$ cat config.mk
export PLATFORM = sky130hd
export DESIGN_NAME = dns_a_record_extractor
export DESIGN_NICKNAME = d
export VERILOG_FILES = /design/src/hdl/dare_pkg.sv /design/src/hdl/dns_a_record_extractor.sv /design/src/hdl/dare_parser.sv
export SDC_FILE = /design/constraint.sdc
export NUM_CORES = 1
export LEC_CHECK = 0
export ABC_AREA = 0
export BUFFER_PORTS_ARGS = -buffer_cell sky130_fd_sc_hd__buf_2
export CORE_ASPECT_RATIO = 1.4
export CORE_UTILIZATION = 62
export CTS_CLUSTER_DIAMETER = 150
export CTS_CLUSTER_SIZE = 20
export DETAILED_ROUTE_END_ITERATION = 10
export GPL_TIMING_DRIVEN = 0
export HOLD_SLACK_MARGIN = 0.15
export PLACE_DENSITY = 0.81
export SETUP_SLACK_MARGIN = 0.05
export SLEW_MARGIN = 5
export SYNTH_ARGS = -nofsm -noshare
export SYNTH_HDL_FRONTEND = slang
export SYNTH_SLANG_ARGS = --single-unit
$ cat constraint.sdc
create_clock -name clock -period 4 [get_ports clock]
set_input_delay 0.6 -clock clock [delete_from_list [all_inputs] [get_ports clock]]
set_output_delay 0.6 -clock clock [all_outputs]
set_load 0.02 [all_outputs]
$ cat src/hdl/dare_pkg.sv
// ----------------------------------------------------------------------------
// DNS A-record extractor: shared definitions
// Phase codes, status codes, message layout constants and the structures
// passed between the transfer stage and the parser.
// ----------------------------------------------------------------------------
package dare_pkg;

   // Message layout
   localparam logic [3:0] HdrLastPos   = 4'd11;  // final header byte index
   localparam logic [3:0] AnCountHiPos = 4'd6;
   localparam logic [3:0] AnCountLoPos = 4'd7;
   localparam logic [3:0] TypeHiPos    = 4'd0;
   localparam logic [3:0] TypeLoPos    = 4'd1;
   localparam logic [3:0] RdLenHiPos   = 4'd8;
   localparam logic [3:0] RdLenLoPos   = 4'd9;   // final fixed-part byte index
   localparam logic [3:0] AddrLastPos  = 4'd3;   // final address byte index
   localparam logic [15:0] TypeA       = 16'd1;
   localparam logic [15:0] ALen        = 16'd4;
   localparam logic [7:0]  PtrMask     = 8'hC0;
   localparam logic [15:0] QTailLen    = 16'd4;  // type and class
   localparam logic [15:0] QTailPtrLen = 16'd5;  // pointer second byte + tail
   localparam logic [15:0] PtrTailLen  = 16'd1;  // pointer second byte

   // Status codes
   localparam logic [2:0] StFound = 3'd0;
   localparam logic [2:0] StShort = 3'd1;
   localparam logic [2:0] StNoAns = 3'd2;
   localparam logic [2:0] StTrunc = 3'd3;
   localparam logic [2:0] StNoA   = 3'd4;
   localparam logic [2:0] StNone  = 3'd7;

   // Parse phases, one-hot
   typedef enum logic [10:0] {
      PH_HDR    = 11'b000_0000_0001,
      PH_QNAME  = 11'b000_0000_0010,
      PH_QLABEL = 11'b000_0000_0100,
      PH_QTAIL  = 11'b000_0000_1000,
      PH_ANAME  = 11'b000_0001_0000,
      PH_ALABEL = 11'b000_0010_0000,
      PH_ASKIP  = 11'b000_0100_0000,
      PH_FIXED  = 11'b000_1000_0000,
      PH_RDATA  = 11'b001_0000_0000,
      PH_RSKIP  = 11'b010_0000_0000,
      PH_DONE   = 11'b100_0000_0000
   } phase_type;

   typedef struct packed {
      logic [7:0] msg_byte;
      logic       last;
   } item_type;

   typedef struct packed {
      logic        valid;
      logic [2:0]  status;
      logic [31:0] ipv4_address;
   } result_type;

endpackage

$ cat src/hdl/dns_a_record_extractor.sv
// ----------------------------------------------------------------------------
// DNS A-record extractor: top level
// Input register, byte parser and result register with handshakes.
// ----------------------------------------------------------------------------
// Accepts one DNS response byte per clock cycle on the req_ channel, with
// req_last marking the final byte of each message, and gives exactly one
// result per message on the rsp_ channel: a status code and, when the status
// is found, the IPv4 address of the first A record with a four-byte data
// field. Each byte passes through an input register before it is parsed,
// and the result of a message is held in a result register, loaded when
// its final byte is parsed. Throughput is one byte per cycle, limited
// only by the single result register: input stalls only when a final byte
// meets a result that the consumer has not yet taken.
module dns_a_record_extractor
   import dare_pkg::*;
(
   input  logic        clock,
   input  logic        reset,
   input  logic        req_valid,
   output logic        req_ready,
   input  logic [7:0]  req_msg_byte,
   input  logic        req_last,
   output logic        rsp_valid,
   input  logic        rsp_ready,
   output logic [2:0]  rsp_status,
   output logic [31:0] rsp_ipv4_address
);

   logic        in_valid_ff, in_valid_in;
   item_type    in_item_ff;
   logic        rsp_valid_ff, rsp_valid_in;
   logic [2:0]  rsp_status_ff;
   logic [31:0] rsp_addr_ff;
   logic        req_fire;
   logic        step;
   result_type  result;

   // The parser takes the held byte unless it would produce a result that
   // has nowhere to go.
   assign step      = in_valid_ff && !(in_item_ff.last && rsp_valid_ff && !rsp_ready);
   assign req_ready = !in_valid_ff || step;
   assign req_fire  = req_valid && req_ready;

   always_comb begin
      if (req_fire) begin
         in_valid_in = 1'b1;
      end else if (step) begin
         in_valid_in = 1'b0;
      end else begin
         in_valid_in = in_valid_ff;
      end
   end

   // Input register.
   always_ff @(posedge clock) begin
      if (reset) begin
         in_valid_ff <= 1'b0;
      end else begin
         in_valid_ff <= in_valid_in;
      end
   end

   always_ff @(posedge clock) begin
      if (req_fire) begin
         in_item_ff.msg_byte <= req_msg_byte;
         in_item_ff.last     <= req_last;
      end
   end

   dare_parser u_parser (
      .clock  (clock),
      .reset  (reset),
      .step   (step),
      .item   (in_item_ff),
      .result (result)
   );

   // Result register: loaded by a finished message, emptied by a transfer.
   always_comb begin
      if (result.valid) begin
         rsp_valid_in = 1'b1;
      end else if (rsp_ready) begin
         rsp_valid_in = 1'b0;
      end else begin
         rsp_valid_in = rsp_valid_ff;
      end
   end

   always_ff @(posedge clock) begin
      if (reset) begin
         rsp_valid_ff <= 1'b0;
      end else begin
         rsp_valid_ff <= rsp_valid_in;
      end
   end

   always_ff @(posedge clock) begin
      if (result.valid) begin
         rsp_status_ff <= result.status;
         rsp_addr_ff   <= result.ipv4_address;
      end
   end

   assign rsp_valid        = rsp_valid_ff;
   assign rsp_status       = rsp_status_ff;
   assign rsp_ipv4_address = rsp_addr_ff;

   // Only a found status carries an address.
   a_addr_zero: assert property (@(posedge clock) disable iff (reset)
      (rsp_valid && rsp_status != StFound) |-> (rsp_ipv4_address == 32'd0))
      else $error("address given without a found status");

   // Status codes stay within the defined set.
   a_status_range: assert property (@(posedge clock) disable iff (reset)
      rsp_valid |-> (rsp_status == StFound || rsp_status == StShort ||
                     rsp_status == StNoAns || rsp_status == StTrunc ||
                     rsp_status == StNoA))
      else $error("undefined status code");

   // A new result only follows a parsed final byte.
   a_result_source: assert property (@(posedge clock) disable iff (reset)
      $rose(rsp_valid_ff) |-> $past(step && in_item_ff.last))
      else $error("result appeared without a final byte");

endmodule

$ cat src/hdl/dare_parser.sv
// ----------------------------------------------------------------------------
// DNS A-record extractor: byte parser
// Holds the parse state and advances it by one message byte per step. On
// the final byte it forms the result and returns to its reset state.
// ----------------------------------------------------------------------------
module dare_parser
   import dare_pkg::*;
(
   input  logic       clock,
   input  logic       reset,
   input  logic       step,
   input  item_type   item,
   output result_type result
);

   phase_type   phase_ff, phase_in, phase_nx;
   logic [3:0]  pos_ff, pos_in, pos_nx;
   logic [15:0] answers_ff, answers_in, answers_nx;
   logic [15:0] skip_ff, skip_in, skip_nx;
   logic [15:0] rtype_ff, rtype_in, rtype_nx;
   logic [15:0] rdlen_ff, rdlen_in, rdlen_nx;
   logic [31:0] addr_ff, addr_in, addr_nx;
   logic [2:0]  outcome_ff, outcome_in, outcome_nx;
   logic [7:0]  b;
   logic        is_ptr;
   logic [15:0] skip_dec;
   logic [15:0] answers_dec;
   logic [2:0]  status;

   assign b           = item.msg_byte;
   assign is_ptr      = (b & PtrMask) == PtrMask;
   assign skip_dec    = skip_ff - 16'd1;
   assign answers_dec = answers_ff - 16'd1;

   // Advance the parse state by one byte while no outcome is fixed.
   always_comb begin
      phase_nx   = phase_ff;
      pos_nx     = pos_ff;
      answers_nx = answers_ff;
      skip_nx    = skip_ff;
      rtype_nx   = rtype_ff;
      rdlen_nx   = rdlen_ff;
      addr_nx    = addr_ff;
      outcome_nx = outcome_ff;
      if (outcome_ff == StNone) begin
         unique case (phase_ff)
            PH_HDR: begin
               if (pos_ff == AnCountHiPos) begin
                  answers_nx = {b, 8'h00};
               end else if (pos_ff == AnCountLoPos) begin
                  answers_nx = {answers_ff[15:8], b};
               end
               if (pos_ff == HdrLastPos) begin
                  if (answers_ff == 16'd0) begin
                     outcome_nx = StNoAns;
                     phase_nx   = PH_DONE;
                  end else begin
                     phase_nx = PH_QNAME;
                  end
               end
               pos_nx = pos_ff + 4'd1;
            end
            PH_QNAME: begin
               if (is_ptr) begin
                  skip_nx  = QTailPtrLen;
                  phase_nx = PH_QTAIL;
               end else if (b == 8'd0) begin
                  skip_nx  = QTailLen;
                  phase_nx = PH_QTAIL;
               end else begin
                  skip_nx  = {8'd0, b};
                  phase_nx = PH_QLABEL;
               end
            end
            PH_ANAME: begin
               if (is_ptr) begin
                  skip_nx  = PtrTailLen;
                  phase_nx = PH_ASKIP;
               end else if (b == 8'd0) begin
                  pos_nx   = 4'd0;
                  phase_nx = PH_FIXED;
               end else begin
                  skip_nx  = {8'd0, b};
                  phase_nx = PH_ALABEL;
               end
            end
            PH_QLABEL: begin
               skip_nx = skip_dec;
               if (skip_dec == 16'd0) begin
                  phase_nx = PH_QNAME;
               end
            end
            PH_ALABEL: begin
               skip_nx = skip_dec;
               if (skip_dec == 16'd0) begin
                  phase_nx = PH_ANAME;
               end
            end
            PH_QTAIL, PH_RSKIP: begin
               skip_nx = skip_dec;
               if (skip_dec == 16'd0) begin
                  phase_nx = PH_ANAME;
               end
            end
            PH_ASKIP: begin
               skip_nx = skip_dec;
               if (skip_dec == 16'd0) begin
                  pos_nx   = 4'd0;
                  phase_nx = PH_FIXED;
               end
            end
            PH_FIXED: begin
               if (pos_ff == TypeHiPos) begin
                  rtype_nx = {b, 8'h00};
               end else if (pos_ff == TypeLoPos) begin
                  rtype_nx = {rtype_ff[15:8], b};
               end else if (pos_ff == RdLenHiPos) begin
                  rdlen_nx = {b, 8'h00};
               end else if (pos_ff == RdLenLoPos) begin
                  rdlen_nx = {rdlen_ff[15:8], b};
               end
               pos_nx = pos_ff + 4'd1;
               // Fixed part complete: decide what follows the record.
               if (pos_ff == RdLenLoPos) begin
                  answers_nx = answers_dec;
                  if (rtype_nx == TypeA && rdlen_nx == ALen) begin
                     pos_nx   = 4'd0;
                     addr_nx  = 32'd0;
                     phase_nx = PH_RDATA;
                  end else if (answers_dec == 16'd0) begin
                     outcome_nx = StNoA;
                     phase_nx   = PH_DONE;
                  end else if (rdlen_nx == 16'd0) begin
                     phase_nx = PH_ANAME;
                  end else begin
                     skip_nx  = rdlen_nx;
                     phase_nx = PH_RSKIP;
                  end
               end
            end
            PH_RDATA: begin
               addr_nx = {addr_ff[23:0], b};
               pos_nx  = pos_ff + 4'd1;
               if (pos_ff == AddrLastPos) begin
                  outcome_nx = StFound;
                  phase_nx   = PH_DONE;
               end
            end
            PH_DONE: begin
            end
            default: begin
            end
         endcase
      end
   end

   // Status of the message as it stands after this byte.
   always_comb begin
      if (outcome_nx != StNone) begin
         status = outcome_nx;
      end else if (phase_nx == PH_HDR) begin
         status = StShort;
      end else begin
         status = StTrunc;
      end
   end

   assign result.valid        = step && item.last;
   assign result.status       = status;
   assign result.ipv4_address = (status == StFound) ? addr_nx : 32'd0;

   // The final byte returns the parser to its reset state.
   always_comb begin
      if (item.last) begin
         phase_in   = PH_HDR;
         pos_in     = 4'd0;
         answers_in = 16'd0;
         skip_in    = 16'd0;
         rtype_in   = 16'd0;
         rdlen_in   = 16'd0;
         addr_in    = 32'd0;
         outcome_in = StNone;
      end else begin
         phase_in   = phase_nx;
         pos_in     = pos_nx;
         answers_in = answers_nx;
         skip_in    = skip_nx;
         rtype_in   = rtype_nx;
         rdlen_in   = rdlen_nx;
         addr_in    = addr_nx;
         outcome_in = outcome_nx;
      end
   end

   // State registers.
   always_ff @(posedge clock) begin
      if (reset) begin
         phase_ff   <= PH_HDR;
         pos_ff     <= 4'd0;
         answers_ff <= 16'd0;
         skip_ff    <= 16'd0;
         rtype_ff   <= 16'd0;
         rdlen_ff   <= 16'd0;
         addr_ff    <= 32'd0;
         outcome_ff <= StNone;
      end else if (step) begin
         phase_ff   <= phase_in;
         pos_ff     <= pos_in;
         answers_ff <= answers_in;
         skip_ff    <= skip_in;
         rtype_ff   <= rtype_in;
         rdlen_ff   <= rdlen_in;
         addr_ff    <= addr_in;
         outcome_ff <= outcome_in;
      end
   end

   // A fixed outcome always goes with the finished phase.
   a_outcome_done: assert property (@(posedge clock) disable iff (reset)
      (outcome_ff != StNone) |-> (phase_ff == PH_DONE))
      else $error("outcome fixed outside the finished phase");

   // A completed message leaves the parser in its reset state.
   a_restart: assert property (@(posedge clock) disable iff (reset)
      (step && item.last) |=> (phase_ff == PH_HDR && outcome_ff == StNone))
      else $error("parser did not restart after the final byte");

endmodule
==> results of run 1 <==
==> cell families (layout without fill, tap and decap cells) <==
| family | count (synthesis) | after routing |
|---|---|---|
| AND/OR/NAND/NOR | 410 | 410 |
| AO/OA/AOI/OAI | 302 | 302 |
| flip-flops | 160 | 160 |
| buffers and inverters | 91 | 172 |
| XOR/XNOR | 18 | 18 |
| adder cells (fa/ha/maj) | 8 | 8 |
| multiplexers | 8 | 8 |
==> cell type report <==
type / instances / area, um^2 / share of cell area
inverter: 16 / 60.06 / 0.006090
sequential: 160 / 3643 / 0.3694
multi-input combinational: 746 / 4781 / 0.4848
buffer: 75 / 316.6 / 0.03210
clock buffer: 20 / 436.7 / 0.04428
tap: 182 / 227.7 / 0.02309
timing repair buffer: 49 / 245.2 / 0.02487
clock inverter: 12 / 151.4 / 0.01535
==> repair_timing <==
action                                  4_1_cts  5_1_grt
endpoints found under the setup margin       42       86
resized for setup                             3       18
hold endpoints to repair                      0        0
==> power by group <==
part           leakage [uW]  switching, uW  internal [uW]  total, uW
clock network      0.000284            709            937       1650
logic               0.00184            217           91.2        308
registers           0.00141           15.1           1670       1690
==> worst max-delay path, cell delays in order (launching register included) <==
cell and delay (ns):
edfxtp_1 0.39, buf_1 0.45, nor4_4 0.38, nand2_1 0.20, o21a_1 0.26, nor4_4 0.50
a311oi_1 0.20, o31a_1 0.35, nor4b_4 0.33, a21oi_4 0.15, buf_6 0.20, nor3_2 0.21
==> worst max path at each step <==
stage	startpoint	to	slack, ns	cells past startpoint
finish	in_item_ff[4]	rsp_ipv4_address[23]	0.20	11
global route	u_parser.pos_ff[1]	rsp_ipv4_address[26]	0.06	13
CTS	in_item_ff[1]	rsp_ipv4_address[27]	0.08	11
detailed placement	u_parser.pos_ff[0]	rsp_ipv4_address[23]	-0.18	12
global placement	u_parser.pos_ff[0]	rsp_ipv4_address[15]	-0.16	13
floorplan	u_parser.pos_ff[0]	rsp_ipv4_address[11]	0.81	12
==> sequential cells by signal, indices dropped and copies added, names as in the netlist <==
| name | flops |
|---|---|
| rsp_status | 3 |
| u_parser.phase_ff | 11 |
| u_parser.skip_ff | 16 |
| u_parser.outcome_ff | 3 |
| u_parser.rdlen_ff | 16 |
| in_valid_ff | 1 |
| in_item_ff | 9 |
| rsp_valid | 1 |
| rsp_ipv4_address | 32 |
| u_parser.addr_ff | 32 |
| u_parser.rtype_ff | 16 |
| u_parser.answers_ff | 16 |
| u_parser.pos_ff | 4 |
==> metal layers <==
metal  global-route usage  up-vias
li1                     -     3878
met1               0.4481     3958
met2               0.6365      452
met3              0.08988      142
met4               0.2632        0
met5                    0        -
==> through the flow <==
stage	worst slack [ns]	total power (uW)	utilization	instance area (um^2)	hold WS (ns)
2_1_floorplan	0.8061	1933	-	8726	0.4341
3_3_place_gp	-0.1593	2016	0.6776	9199	0.4664
3_5_place_dp	-0.1778	2020	0.6776	9199	0.4702
4_1_cts	0.08181	3637	0.7222	9804	0.3319
5_1_grt	0.06482	3734	0.7265	9862	0.3284
6_report	0.2005	3644	0.7265	9862	0.3379
==> layout by cell type (no fill, tap or decap), drive strengths merged, types with 11 or more instances in the layout <==
master / n
nand2: 63
nand4: 11
dfxtp: 116
nand3: 17
a21oi: 41
nor3: 67
nor4: 21
o21ai: 62
nor2b: 18
clkbuf: 82
buf: 62
inv: 21
edfxtp: 44
a22oi: 107
a31oi: 13
o21a: 12
or3: 13
nor2: 142
==> cell usage after synthesis, types with 10 or more instances <==
| master | instances |
|---|---|
| a211oi_1 | 10 |
| a21oi_1 | 40 |
| a22oi_1 | 107 |
| a31oi_1 | 13 |
| clkbuf_1 | 63 |
| dfxtp_1 | 116 |
| edfxtp_1 | 44 |
| inv_1 | 16 |
| nand2_1 | 63 |
| nand3_1 | 17 |
| nand4_1 | 10 |
| nor2_1 | 142 |
| nor2b_1 | 18 |
| nor3_1 | 37 |
| nor3_2 | 30 |
| nor4_1 | 17 |
| o21a_1 | 12 |
| o21ai_0 | 36 |
| o21ai_1 | 25 |
| or3_1 | 11 |
==> results.cfg, run 1 <==
[status]
status = finished clean

[sta]
fin_crit_sh = 0.9499
clock_skew_ns = 0.009361
finalSetupViolCount = 0
fin_tns_setup_ns = 0
relSlewSlack = 0.2998
fmax_mhz = 263.2
report.final.slew_viol_count = 0
hold_viol_final = 0
period_minus_slack_ns = 3.799
tightestPinTransition_ns = 1.042
rsz0062_at_grt = false

[worst_hold_path]
holdPathStages = 1
hp-class = in -> reg
hp-start = req_msg_byte[0]
holdPathEnd = in_item_ff[1]

[place]
dp.cells = 1228
port_buffers = 49
dp_hpwl_um = 18520
place.gp.congestion = 0.9900

[cells_and_area]
syn_to_final_growth_pct = 13.02
diodes = 0
nets = 1086
fill_cells = 1067
finalNonFillerCells = 1260
drive_gt1_frac = 0.1391

[yosys]
yosysTopAreaCellShare = 0.2661
synth-adder-area-share = 0.01147
seq_area_frac_synth = 0.4176
synth_simple_gate_area_frac = 0.2597
synth_mux_area_frac = 0.009894
yosys_warnings = 0
synth_area_leader_cell = dfxtp_1
synth_top_family_by_area = simple AND/OR/NAND/NOR gates
synth_edf_count = 44
netlist_instances = 997
netlist_top_cells_area = dfxtp_1 (27%), edfxtp_1 (15%), a22oi_1 (9.2%), nor2_1 (6.1%), nor3_2 (3.4%)
syn_area_mm2 = 0.008726
synth.ff_latch_count = 160
syn_avg_cell_area_um2 = 8.752
async_flop_share = 0
netlist-cell-type-count = 83
synth_xor_area_frac = 0.01893
synth_nets = 1018
synth_compound_area_frac = 0.2399
synth_ff_type = dfxtp_1

[route]
routed-wl-met3_um = 2202
first_pass_iters = 6
drt-met1-wl_um = 9969
dr_wl_met2_um = 12950
avgRoutedWirePerCell_um = 21.32
drc_errors = 0
ant_nets = 0
dr.first_iter.drc_count = 817
via_per_inst = 6.690
top_layer = met4
via_count = 8430
routed_wl_um = 26870

[worst_setup_path]
crit_path_end_kind = register
crit_path_start_kind = register
critPathMaxFanout = 10
required_ns = 4.27
criticalPathCategory = reg -> reg
r2r.worst_path.cells = 11
reg2reg_from = in_item_ff[4]
crit_arrival_ns = 4.07
rrSetupSlack_ns = 0.20
r2r_end = rsp_ipv4_address[23]

[floorplan]
rows = 50
io_pins = 50
fp.dieW_um = 102.3
die_area_mm2 = 0.01456
die_h_um = 142.4
initial_utilization = 0.6428
core_area_mm2 = 0.01358

[power_and_ir_drop]
power_per_cell_area_mw_per_mm2 = 369.5
ir_drop_mv = 0.3634
p_leak_uw = 0.003525

[global_route]
grt_pass1_vias = 8260
antenna_found_initial = 0
grt_max_degree = 38
grt_usage = 0.3896
grt_first_pass_wirelength_um = 42880
gr-total-overflow = 0

[clock_tree]
clock-sinks = 160
cts_setup_buffers = 0
clk_path_buf_depth = 2
clock-root-buffer = clkbuf_16
cts_tree = yes
clock_latency_ns = 0.44
postCtsHoldBufs = 0
cts_made_buffers = 17
htree_levels = 4
clkTransAtPathRegs_ns = 0.06

[flow_run]
drv_cap = 0
Note: power is estimated with default switching activity, not from simulation.
==> inputs of run 2 (changes only) <==
--- a/config.mk
+++ b/config.mk
@@ -8,13 +8,12 @@
 export ABC_AREA = 0
 export BUFFER_PORTS_ARGS = -buffer_cell sky130_fd_sc_hd__buf_2
 export CORE_ASPECT_RATIO = 1.4
-export CORE_UTILIZATION = 62
+export CORE_UTILIZATION = 65
 export CTS_CLUSTER_DIAMETER = 150
-export CTS_CLUSTER_SIZE = 20
 export DETAILED_ROUTE_END_ITERATION = 10
 export GPL_TIMING_DRIVEN = 0
 export HOLD_SLACK_MARGIN = 0.15
-export PLACE_DENSITY = 0.81
+export PLACE_DENSITY = 0.84
 export SETUP_SLACK_MARGIN = 0.05
 export SLEW_MARGIN = 5
 export SYNTH_ARGS = -nofsm -noshare
==> constraint.sdc (replaced) <==
create_clock -name clock -period 4.5 [get_ports clock]
set_input_delay 0.675 -clock clock [delete_from_list [all_inputs] [get_ports clock]]
set_output_delay 0.675 -clock clock [all_outputs]
set_load 0.02 [all_outputs]
==> results.cfg, run 2 (synthesized netlist as in run 1, its figures left out) <==
[cells_and_area]
nets = 1086
fill_cells = 979
mostFrequentLayoutCell = nor2_1
layout_common_cells = nor2_1 (142), dfxtp_1 (116), a22oi_1 (107), clkbuf_1 (65), nand2_1 (63)
multiInputGateArea_mm2 = 0.004711
diodes = 0
regArea_mm2 = 0.003643
drive_gt1_frac = 0.1308
syn_to_final_growth_pct = 12.19

[floorplan]
core_area_mm2 = 0.01300
initial_utilization = 0.6714
rows = 49
die_h_um = 139.1
io_pins = 50
die_area_mm2 = 0.01390
fp.dieW_um = 99.92

[worst_setup_path]
required_ns = 4.66
critPathMaxFanout = 10
criticalPathCategory = reg -> reg
r2r.worst_path.cells = 12
rrSetupSlack_ns = 0.28
r2r_end = rsp_ipv4_address[21]
reg2reg_from = u_parser.pos_ff[0]
crit_path_end_kind = register
crit_path_start_kind = register
crit_arrival_ns = 4.38

[global_route]
grt_usage = 0.3902
grt_max_degree = 38
grt_first_pass_wirelength_um = 41640
antenna_found_initial = 0
gr-total-overflow = 0
grt_pass1_vias = 8056

[place]
dp_hpwl_um = 18460
place_ws_ns = 0.4316
port_buffers = 49
place.gp.congestion = 0.9687

[worst_hold_path]
hp-class = in -> reg
holdPathEnd = in_item_ff[2]
holdPathStages = 1
hp-start = req_msg_byte[1]

[power_and_ir_drop]
p_leak_uw = 0.003486
ir_drop_mv = 0.2772
power_per_cell_area_mw_per_mm2 = 333.4

[clock_tree]
clock-sinks = 160
clk_path_buf_depth = 2
htree_levels = 4
cts_setup_buffers = 0
cts_made_buffers = 17
ctsResizeCount = 0
clkTransAtPathRegs_ns = 0.06
postCtsHoldBufs = 0
clock-root-buffer = clkbuf_16
clock_latency_ns = 0.44
cts_tree = yes

[sta]
fmax_mhz = 237.2
setup_ws_ns = 0.2847
finalSetupViolCount = 0
fin_tns_setup_ns = 0
clock_skew_ns = 0.008615
period_minus_slack_ns = 4.215
report.final.slew_viol_count = 0
fin_crit_sh = 0.9367
rsz0062_at_grt = false
tightestPinTransition_ns = 1.127
hold_viol_final = 0
relSlewSlack = 0.2382

[status]
status = finished clean

[route]
via_per_inst = 6.799
dr.first_iter.drc_count = 723
ant_nets = 0
avgRoutedWirePerCell_um = 21.29
first_pass_iters = 6
routed_wl_um = 26750
via_count = 8540
drc_errors = 0

[flow_run]
drv_cap = 0
## run 2: cell count changes in the layout (fill, tap and decap cells not counted), moves of 2 or more
cell        previous run  this run
inv_8                  2         0
clkinv_2               0         3
nor4_1                15        17
nor4_4                 4         1
clkinv_4               4         2
clkbuf_2               4         0
clkbuf_1              61        65
clkinvlp_4             1         3
## run 2: final cells by class
cell class / count / share of cell area
Clock buffer: 19 / 0.04422
Buffer: 75 / 0.03183
Timing Repair Buffer: 49 / 0.02505
Tap cell: 178 / 0.02275
Clock inverter: 13 / 0.01662
Inverter: 16 / 0.006135
Multi-Input combinational cell: 746 / 0.4812
Sequential cell: 160 / 0.3722
## run 2: worst max path at each step
stage                                  start              endpoint  slack, ns  cells past startpoint
after floorplan           u_parser.pos_ff[0]  rsp_ipv4_address[11]       1.31                     12
after global placement    u_parser.pos_ff[0]  rsp_ipv4_address[26]       0.47                     13
after detailed placement  u_parser.pos_ff[0]  rsp_ipv4_address[13]       0.43                     13
after CTS                 u_parser.pos_ff[0]  rsp_ipv4_address[21]       0.43                     13
after global routing      u_parser.pos_ff[0]  rsp_ipv4_address[29]       0.13                     12
final                     u_parser.pos_ff[0]  rsp_ipv4_address[21]       0.28                     12
## run 2: routing by layer
| layer | global-route usage | vias up | routed length, um |
|---|---|---|---|
| met4 | 0.2593 | 0 | 1593 |
| met1 | 0.4349 | 4045 | 9716 |
| li1 | - | 3890 | - |
| met2 | 0.6603 | 474 | 13260 |
| met5 | 0 | - | 0 |
| met3 | 0.08468 | 131 | 2177 |
## run 2: per-stage QoR
step | power, uW | area (um^2) | cells | hold WS [ns] | utilization
final | 3264 | 9789 | 1256 | 0.4117 | 0.7532
after global routing | 3333 | 9789 | 1256 | 0.4084 | 0.7532
after CTS | 3249 | 9789 | 1256 | 0.4094 | 0.7532
after detailed placement | 1797 | 9194 | 1224 | 0.4647 | 0.7074
after global placement | 1793 | 9194 | 1224 | 0.4613 | 0.7074
after floorplan | 1718 | 8726 | 997 | 0.4341 | -
## run 2: critical path, stage by stage, from the launching register on
cell and delay, ns:
dfxtp_1 0.37, inv_1 0.11, ha_1 0.14, buf_2 0.20, clkbuf_1 0.38, o21ai_0 0.31
nor4b_1 0.98, a41oi_1 0.28, o21ai_0 0.38, nor4_1 0.17, a21oi_4 0.35, buf_6 0.22
nor3_2 0.06
## run 2: where the power goes
part / internal, uW / leakage (uW) / switching [uW]
Combinational: 79.6 / 0.00180 / 196
Clock: 874 / 0.000284 / 613
Sequential: 1490 / 0.00141 / 12.2
